## config.mk

```make
export PLATFORM = sky130hd
export DESIGN_NAME = brcv_tally
export DESIGN_NICKNAME = d
export VERILOG_FILES = /design/src/sv/assert_macros.svh /design/src/sv/brcv_pkg.sv /design/src/sv/brcv_tally.sv
export SDC_FILE = /design/constraint.sdc
export NUM_CORES = 1
export LEC_CHECK = 0
export ABC_AREA = 0
export BUFFER_PORTS_ARGS = -buffer_cell sky130_fd_sc_hd__buf_2
export CAP_MARGIN = 40
export CORE_ASPECT_RATIO = 1.1
export CORE_MARGIN = 2
export CORE_UTILIZATION = 51
export CTS_CLUSTER_SIZE = 25
export DETAILED_ROUTE_END_ITERATION = 10
export GPL_TIMING_DRIVEN = 0
export PLACE_DENSITY = 0.8
export SYNTH_ARGS = -nofsm -noshare
export SYNTH_HDL_FRONTEND = slang
export SYNTH_SLANG_ARGS = --single-unit
export TNS_END_PERCENT = 30
```

## constraint.sdc

```tcl
create_clock -name clk -period 10.4 [get_ports clk]
set_input_delay 0.52 -clock clk [delete_from_list [all_inputs] [get_ports clk]]
set_output_delay 0.52 -clock clk [all_outputs]
set_load 0.02 [all_outputs]
```

## src/sv/assert_macros.svh

```systemverilog
// Assertion macros shared by the RTL; define NO_ASSERTIONS to compile them out.
`ifndef ASSERT_MACROS_SVH
`define ASSERT_MACROS_SVH

`ifndef NO_ASSERTIONS
// checked on clk, suspended while arst_n is low
`define BRCV_ASSERT(lbl, prop, msg) \
	lbl: assert property (@(posedge clk) disable iff (!arst_n) prop) else $error(msg);
// checked on clk, also during reset
`define BRCV_ASSERT_RST(lbl, prop, msg) \
	lbl: assert property (@(posedge clk) prop) else $error(msg);
`else
`define BRCV_ASSERT(lbl, prop, msg)
`define BRCV_ASSERT_RST(lbl, prop, msg)
`endif

`endif

```

## src/sv/brcv_pkg.sv

```systemverilog
// Package for the repeat consensus vote block: sizes, codes, types and helpers.
package brcv_pkg;

	localparam int MAX_REPEAT  = 63;
	localparam int COUNT_WIDTH = 16;
	localparam int NUM_BASES   = 4;
	localparam int NUM_SYMBOLS = 5;
	localparam int HIST_ROW    = MAX_REPEAT + 1;
	localparam int HIST_DEPTH  = NUM_BASES * HIST_ROW;
	localparam int HIST_AW     = $clog2(HIST_DEPTH);

	localparam int ACTION_W = 1;
	localparam int SYM_W    = 3;
	localparam int REP_W    = 6;
	localparam int BIDX_W   = $clog2(NUM_BASES);
	localparam int SIDX_W   = $clog2(NUM_SYMBOLS);

	localparam logic [ACTION_W-1:0] ACT_RECORD = 1'b0;
	localparam logic [ACTION_W-1:0] ACT_QUERY  = 1'b1;
	localparam logic [SYM_W-1:0]    SYM_GAP    = 3'd4;

	typedef logic [COUNT_WIDTH-1:0] count_t;
	typedef logic [REP_W-1:0]       rep_t;
	typedef logic [SYM_W-1:0]       sym_t;

	// state update from the compute stage to the tally registers
	typedef struct packed {
		logic   en;
		logic   tot_en;
		logic   base_en;
		sym_t   sym;
		count_t tot;
		rep_t   best;
		rep_t   high;
	} brcv_tally_wr_t;

	// current tallies of one symbol
	typedef struct packed {
		count_t tot;
		rep_t   best;
		rep_t   high;
	} brcv_view_t;

	// overall leader
	typedef struct packed {
		sym_t   sym;
		count_t tot;
		rep_t   rep;
	} brcv_lead_t;

	function automatic count_t sat_inc(input count_t v);
		return (v == '1) ? v : count_t'(v + count_t'(1));
	endfunction

	function automatic rep_t clamp_rep(input rep_t r);
		return (int'(r) > MAX_REPEAT) ? rep_t'(MAX_REPEAT) : r;
	endfunction

endpackage

```

## src/sv/brcv_tally.sv

```systemverilog
// Per-symbol totals, per-base best and highest repeat, and the overall leader.
module brcv_tally import brcv_pkg::*; (
	input  logic           clk,
	input  logic           arst_n,
	input  sym_t           look_sym,
	output rep_t           look_best,
	input  sym_t           view_sym,
	output brcv_view_t     view,
	input  brcv_tally_wr_t wr,
	output brcv_lead_t     lead
);

	count_t totals_q [NUM_SYMBOLS];
	rep_t   best_q   [NUM_BASES];
	rep_t   high_q   [NUM_BASES];

	always_ff @(posedge clk or negedge arst_n) begin
		if (!arst_n) begin
			for (int i = 0; i < NUM_SYMBOLS; i++) begin
				totals_q[i] <= '0;
			end
			for (int i = 0; i < NUM_BASES; i++) begin
				best_q[i] <= '0;
				high_q[i] <= '0;
			end
		end else if (wr.en) begin
			if (wr.tot_en) begin
				totals_q[wr.sym[SIDX_W-1:0]] <= wr.tot;
			end
			if (wr.base_en) begin
				best_q[wr.sym[BIDX_W-1:0]] <= wr.best;
				high_q[wr.sym[BIDX_W-1:0]] <= wr.high;
			end
		end
	end

	assign look_best = best_q[look_sym[BIDX_W-1:0]];

	always_comb begin
		view.tot  = (int'(view_sym) < NUM_SYMBOLS) ? totals_q[view_sym[SIDX_W-1:0]] : '0;
		view.best = (int'(view_sym) < NUM_BASES) ? best_q[view_sym[BIDX_W-1:0]] : '0;
		view.high = (int'(view_sym) < NUM_BASES) ? high_q[view_sym[BIDX_W-1:0]] : '0;
	end

	// strict greater-than keeps the lowest index on a tie
	always_comb begin
		lead.sym = '0;
		lead.tot = totals_q[0];
		for (int i = 1; i < NUM_SYMBOLS; i++) begin
			if (totals_q[i] > lead.tot) begin
				lead.tot = totals_q[i];
				lead.sym = sym_t'(i);
			end
		end
		lead.rep = (int'(lead.sym) < NUM_BASES) ? best_q[lead.sym[BIDX_W-1:0]] : '0;
	end

endmodule
```

Word level (Yosys, flattened, before mapping)
Index checks and enable logic that the tools add are counted.

word-level totals
  word-level logic and storage cells = 68
  output and inout port bits = 59
  bits in registers = 128

cells by class
  reduce and logical (&&, ||, !) cells = 4
  multiplexer cells = 30
  bitwise operators = 6
  order comparisons = 15

operators by type and width
  cell                                                         count
  bitwise mux 80 bit                                           1
  two-way mux 6 bit                                            12
  > comparator 16 bit                                          4
  two-way mux 16 bit                                           4
  two-way mux 19 bit                                           3
  binary-select mux 16 bit (select 3 bit)                      1
  binary-select mux 6 bit (select 2 bit)                       4
  bitwise mux 24 bit                                           2
  demux 16 bit (select 3 bit)                                  1
  two-way mux 17 bit                                           1
  demux 6 bit (select 2 bit)                                   1
  >= comparator 3 bit (second input constant)                  4
  inverter 2 -> 3 bit                                          4
  less-than comparator 3 bit (second input constant)           3
  >= comparator 4 bit (second input constant)                  2
  inverter 3 -> 4 bit                                          2
  less-than comparator 4 x 1 -> 1 bit (second input constant)  1
  AND reduction 2 bit                                          2
  less-than comparator 3 x 1 -> 1 bit (second input constant)  1
  logical AND 1 bit                                            2

Longest topological paths before layout
Gate-level depths: netlist of the first run.

  depth after elaboration = 13
  gate-level depth with buffers = 40
  gate-level depth less buffers = 34

Worst setup path before layout of the first run
OpenSTA, ideal clock, no wires.

  kind = reg-to-output
  from = reg totals_q[63] in the netlist's numbering
  to = out lead[8] in the netlist's numbering
  slack = 1.939 ns
  arrival time = 7.941 ns
  cell stages (with the launch flop) = 36
  data required time = 9.880 ns
  buffers on the path = 6
  cell sequence = dfrtp_1 ha_1 nand4_2 nor4_2 o21ai_1 a31oi_2 buf_6 clkbuf_1 a21oi_1 ha_1 nand4_1 nor3_1 nand4_1 a211o_1 a221o_1 a22oi_2 buf_6 mux2i_1 inv_1 ha_1 nor2b_1 o21ai_0 nand2b_1 a2111oi_0 o311ai_0 nand2_1 buf_2 buf_2 mux2i_1 ha_1 a2111oi_0 a21oi_1 o21ai_0 a31oi_1 clkbuf_1 o21ai_0

RTL lines
  element                            RTL line          RTL
  from (decl)                        brcv_tally.sv:13  count_t totals_q [NUM_SYMBOLS];
  from (signal, indexed assignment)  brcv_tally.sv:28  totals_q[wr.sym[SIDX_W-1:0]] <= wr.tot;
  to (decl)                          brcv_tally.sv:10  output brcv_lead_t lead

==> results.sh, run 1 <==
export IMPL_grt_remaining_overflow=0
export IMPL_final_net_count=1029
export IMPL_core_region_area_mm2=0.0163
export IMPL_adder_and_majority_cell_fraction_of_the_synthesized_area=0.0929
export IMPL_portBuffers=96
export IMPL_postSynthAreaPerCell_um2=10.5
export IMPL_dpl_cell_count=1107
export IMPL_synth_simple_gate_area_frac=0.105
export IMPL_cp_top_family="compound AO/OA/AOI/OAI gates"
export IMPL_syn_to_final_growth_pct=17.4
export IMPL_dpl_instance_area_mm2=0.00926
export IMPL_post_route_min_period_ps=9980
export IMPL_die_width_um=127
export IMPL_power_density_cell_area_mw_per_mm2=378
export IMPL_achievable_frequency_ghz=0.100
export IMPL_setup_violations_final=0
export IMPL_cp_data_required_time_ps=9880
export IMPL_area_enclosed_by_the_die_boundary_mm2=0.0177
export IMPL_wl_met1_um=9870
export IMPL_synth_xor_area_share=0
export IMPL_synth_compound_area_frac=0.118
export IMPL_grt_max_degree=80
export IMPL_leakage_power_figure_nw=4.68
export IMPL_synth_edff_count=0
export IMPL_drt_iter0_drc=505
export IMPL_cp_buffers_inverters=8
export IMPL_setup_repair_after_global_routing_missed_its_margin="no"
export IMPL_worst_pin_slew_ps=976
export IMPL_report_final_slew_viol_count=0
export IMPL_dp_final_hpwl_um=17500
export IMPL_synth_seq_cells=128
export IMPL_clock_tree_htree_level_count=4
export IMPL_worst_slew_margin_rel=0.349
export IMPL_combined_area_of_all_synthesized_cells_mm2=0.00848
export IMPL_highest_signal_layer="met4"
export IMPL_detailedRoute_firstPassIterationCount=5
export IMPL_floorplan_initialDensity=0.520
export IMPL_run_status="finished clean"
export IMPL_finalCritPeriodShare=0.960
export IMPL_syn_instance_count=805
export IMPL_ys_flop_type="dfrtp_1"
export IMPL_ctsHoldBuffers=0
export IMPL_synth_async_reset_ratio=1.00
export IMPL_worst_skew_pair_later_pin_latency_ps=420
export IMPL_grtUsageTotal=0.284
export IMPL_grt_pass1_vias=7223
export IMPL_totalWireLength_um=24700
export IMPL_cts_buffers=17
export IMPL_die_height_um=139
export IMPL_postLayoutCellArea_mm2=0.00996
export IMPL_slowest_stage="a221o_1"
export IMPL_ys_warn_count=0
export IMPL_syn_nets=910
export IMPL_clk_pin_slew_worst_paths_ps=60
export IMPL_cts_path_max_buffers=2
export IMPL_grt_first_pass_wirelength_um=38700
export IMPL_gp_routability_congestion=0.985
export IMPL_synth_seq_area_share=0.378
export IMPL_clkSinkCount=128
export IMPL_critical_path_peak_fanout=10
export IMPL_power_mw=3.76
export IMPL_met3RoutedLength_um=1890
export IMPL_drt_antenna_violating_nets=0
export IMPL_layout_common_cells="dfrtp_1 (128), mux2_2 (99), buf_2 (97), mux2i_1 (67), ha_1 (63)"
export IMPL_ctsRootBufferMaster="clkbuf_16"
export IMPL_hold_path_class="input pin to async pin"
export IMPL_via_count=7118
export IMPL_slowest_delay_ps=440
export IMPL_drv_cap=0
export IMPL_route_detailed_vias_per_inst=6.23
export IMPL_clock_skew_ps=0
export IMPL_drc=0
export IMPL_num_io_pins=101
export IMPL_grt_antenna_before_repair=0
export IMPL_num_rows=49
export IMPL_tritoncts="built"
export IMPL_vdd_drop_max_uv=332
export IMPL_critical_path_startpoint_type="flip-flop"
export IMPL_final_hold_viol_count=0
export IMPL_wl_per_cell_um=21.6
export IMPL_critPathMostFrequentCell="ha_1"
export IMPL_timing_critical_path_arrival_ps=9460
export IMPL_met2_wirelength_um=12000
export IMPL_layout_drive_gt1_share=0.300
export IMPL_setup_crit_path_kind="flip-flop to output pin"
export IMPL_layout_cells_most_common="dfrtp_1"
export IMPL_yosysUniqueCellTypes=53
export IMPL_worst_setup_path_end_kind="output pin"
export IMPL_combinational_family_with_the_most_area_after_synthesis="multiplexers"
export IMPL_filler_cell_count=1325
export IMPL_synth_area_mux_share=0.261
export IMPL_stdcell_count=1142
-- Yosys cell counts, drive strengths merged (2+ instances only) --
cell,n,area share
a211oi,3,0.0027
nor2b,19,0.014
a21oi,46,0.027
or2,7,0.0052
mux2i,68,0.080
nor4,4,0.0037
o211ai,2,0.0018
o22ai,17,0.013
and3,2,0.0015
a31oi,2,0.0022
nand2b,4,0.0029
nor2,41,0.018
a22oi,2,0.0024
o21ai,44,0.026
o21a,4,0.0035
nor3b,15,0.013
buf,15,0.010
nor3,7,0.0041
inv,50,0.022
and4,2,0.0021
a221o,16,0.019
a32o,7,0.0083
nand2,58,0.026
mux2,100,0.13
dfrtp,128,0.38
a2111oi,2,0.0021
ha,63,0.093
a21o,5,0.0044
clkbuf,31,0.014
mux4,18,0.048
nand4,11,0.0088
-- through the flow --
stage	utilization	hold WS [ps]	setup slack [ps]	setup TNS (ps)
after global routing	0.611	66.6	12.6	0
after detailed placement	0.568	488	-200	-2930
after CTS	0.607	41.6	19.8	0
after floorplan	-	224	1940	0
final	0.611	35.8	416	0
after global placement	0.565	483	-352	-6500
-- per-layer routing --
layer	global-route usage	up-vias
li1	-	3199
met1	0.351	3492
met2	0.473	347
met3	0.0734	80
met4	0.119	0
met5	0	-
-- power by group --
part / switching [mW] / internal, mW
combinational: 1.44 / 0.969
sequential: 0.118 / 0.613
clock: 0.229 / 0.389
-- area by class of cell --
type	instances	area, um2	area share
multi-input combinational	581	4940	0.496
clock buffer	19	453	0.0455
sequential	128	3200	0.322
tap	204	255	0.0256
clock inverter	13	161	0.0162
inverter	50	188	0.0188
antenna	1	2.50	0.000251
timing repair buffer	100	537	0.0539
buffer	46	224	0.0225
-- logic make-up after synthesis --
| group | after synthesis |
|---|---|
| AOI/OAI and AO/OA | 156 |
| and+or+nand+nor | 176 |
| buffers and inverters | 96 |
| muxes | 186 |
| adders and majority gates | 63 |
| DFF | 128 |
-- flip-flops by register name, summed over array words and instances (netlist names) --
register,count
best_q,24
high_q,24
totals_q,80
-- timing repair --
action,in CTS,in global routing
resized for setup,7,22
setup buffers,0,2
endpoints found under the setup margin,25,25
pin swaps,0,1
-- final timing paths --
check / from / cells past startpoint / end / slack (ps)
hold reg to reg: high_q[2] / 1 / high_q[2] / 500
hold / removal: arst_n / 1 / best_q[21] / 40
max in group asynchronous: arst_n / 2 / totals_q[67] / 9620
setup reg to reg: totals_q[34] / 1 / totals_q[34] / 9530
setup / recovery: totals_q[63] / 36 / lead[9] / 420
min in group clk: wr[17] / 3 / totals_q[37] / 360
Note: power is estimated with default switching activity, not from simulation.
==> run 2, diff against run 1 <==
--- a/config.mk
+++ b/config.mk
@@ -11,6 +11,7 @@
 export CORE_ASPECT_RATIO = 1.1
 export CORE_MARGIN = 2
 export CORE_UTILIZATION = 51
+export CTS_BUF_LIST = sky130_fd_sc_hd__clkbuf_4 sky130_fd_sc_hd__clkbuf_8
 export CTS_CLUSTER_SIZE = 25
 export DETAILED_ROUTE_END_ITERATION = 10
 export GPL_TIMING_DRIVEN = 0
==> results.sh, run 2 (synthesis gave the netlist of run 1 again) <==
export IMPL_syn_to_final_growth_pct=15.2
export IMPL_critical_path_peak_fanout=10
export IMPL_clkSinkCount=128
export IMPL_setup_violations_final=0
export IMPL_clock_tree_htree_level_count=4
export IMPL_drt_iter0_drc=588
export IMPL_cp_top_family="compound AO/OA/AOI/OAI gates"
export IMPL_gp_routability_congestion=0.985
export IMPL_worst_skew_pair_later_pin_latency_ps=460
export IMPL_regToRegEndpoint="totals_q[34]"
export IMPL_cp_buffers_inverters=8
export IMPL_die_height_um=139
export IMPL_die_width_um=127
export IMPL_num_rows=49
export IMPL_grtUsageTotal=0.278
export IMPL_run_status="finished clean"
export IMPL_cts_path_max_buffers=2
export IMPL_totalWireLength_um=24100
export IMPL_slowest_stage="a221o_1"
export IMPL_worst_slew_margin_rel=0.365
export IMPL_core_region_area_mm2=0.0163
export IMPL_grt_remaining_overflow=0
export IMPL_num_io_pins=101
export IMPL_ctsRootBufferMaster="clkbuf_8"
export IMPL_final_net_count=1030
export IMPL_dpl_instance_area_mm2=0.00926
export IMPL_report_final_slew_viol_count=0
export IMPL_achievable_frequency_ghz=0.100
export IMPL_drc=0
export IMPL_timing_critical_path_arrival_ps=9450
export IMPL_clk_pin_slew_worst_paths_ps=80
export IMPL_wl_per_cell_um=21.1
export IMPL_hold_path_cell_count=3
export IMPL_setup_crit_path_kind="flip-flop to output pin"
export IMPL_grt_pass1_vias=6971
export IMPL_finalSetupTns_ps=0
export IMPL_endpoint_of_the_worst_setup_timing_path="lead[9]"
export IMPL_postLayoutCellArea_mm2=0.00977
export IMPL_critPathMostFrequentCell="ha_1"
export IMPL_layout_drive_gt1_share=0.299
export IMPL_cp_data_required_time_ps=9880
export IMPL_rr_worst_depth=1
export IMPL_grt_first_pass_wirelength_um=37900
export IMPL_crit_path_start="totals_q[63]"
export IMPL_leakage_power_figure_nw=4.60
export IMPL_worst_pin_slew_ps=952
export IMPL_drv_cap=0
export IMPL_cts_buffers=17
export IMPL_post_route_min_period_ps=9970
export IMPL_layout_cells_most_common="dfrtp_1"
export IMPL_grt_antenna_before_repair=0
export IMPL_regMostFlops="totals_q"
export IMPL_final_hold_viol_count=0
export IMPL_antenna_cells=0
export IMPL_vdd_drop_max_uv=328
export IMPL_timing_reg2reg_setup_slack_ps=9540
export IMPL_tritoncts="built"
export IMPL_via_count=7046
export IMPL_dp_final_hpwl_um=17500
export IMPL_area_enclosed_by_the_die_boundary_mm2=0.0177
export IMPL_slowest_delay_ps=440
export IMPL_largest_register_ff_count=80
export IMPL_worst_path_stages=37
export IMPL_critical_path_startpoint_type="flip-flop"
export IMPL_worst_setup_path_end_kind="output pin"
export IMPL_grt_max_degree=80
export IMPL_hold_path_class="input pin to flip-flop"
export IMPL_layout_common_cells="dfrtp_1 (128), mux2_2 (99), buf_2 (96), mux2i_1 (67), ha_1 (63)"
export IMPL_clock_skew_ps=0
export IMPL_detailedRoute_firstPassIterationCount=5
export IMPL_route_detailed_vias_per_inst=6.17
export IMPL_portBuffers=96
export IMPL_floorplan_initialDensity=0.520
export IMPL_drt_antenna_violating_nets=0
export IMPL_finalCritPeriodShare=0.958
export IMPL_power_density_cell_area_mw_per_mm2=367
export IMPL_largestRegisters="totals_q (80), best_q (24), high_q (24)"
export IMPL_worstReg2RegStart="totals_q[34]"
[run 2: cell types whose count changed in the layout (fill, tap and decap cells not counted), sizes merged]
cell,before,now
clkbuf,50,51
diode,1,0
buf,115,114
dlygate4sd3,0,1
[run 2: area by class of cell]
type                       instances  area, um2
buffer                            46        226
clock buffer                      19        262
clock inverter                    13        161
fill                            1360       6540
inverter                          50        188
multi-input combinational        581       4930
sequential                       128       3200
tap                              204        255
timing repair buffer             101        547
[run 2: per-layer routing]
layer / track usage / vias up / share of wire
met3: 0.0707 / 61 / 0.079
met1: 0.354 / 3452 / 0.41
li1: - / 3200 / -
met5: 0 / - / 0
met4: 0.102 / 0 / 0.029
met2: 0.457 / 333 / 0.48
[run 2: how the worst min path moves through the flow]
stage	from	end	slack (ps)
floorplan	arst_n	best_q[0]	220
global placement	high_q[10]	high_q[10]	480
detailed placement	arst_n	best_q[21]	490
CTS	wr[19]	totals_q[39]	300
global route	wr[9]	best_q[3]	320
finish	wr[22]	totals_q[42]	320
[run 2: report_power, final]
group          switching, mW  internal [mW]
registers              0.116          0.612
clock network          0.210          0.249
logic                   1.43          0.967
[run 2: repair_timing]
item | CTS | global route
setup endpoints to repair | 25 | 25
pin swaps | 0 | 1
gates resized for setup | 8 | 20
buffers inserted | 0 | 2
hold endpoints to repair | 5 | 0
hold buffers | 1 | 0
gates cloned | 0 | 0
[run 2: per-stage QoR]
step / instances / power (mW) / utilization / setup slack, ps / hold WS [ps]
4_1_cts: 1140 / 3.49 / 0.596 / 19.3 / 301
6_report: 1142 / 3.59 / 0.599 / 432 / 322
2_1_floorplan: 805 / 2.29 / - / 1940 / 224
3_3_place_gp: 1105 / 2.94 / 0.565 / -352 / 483
3_5_place_dp: 1107 / 2.99 / 0.568 / -200 / 488
5_1_grt: 1142 / 3.80 / 0.599 / -30.4 / 319
[run 2: worst min-delay path: cells and delay by family]
kind	cells	cell delay (ps)
buf+inv	1	120
compound gates	1	60
simple gates	1	50
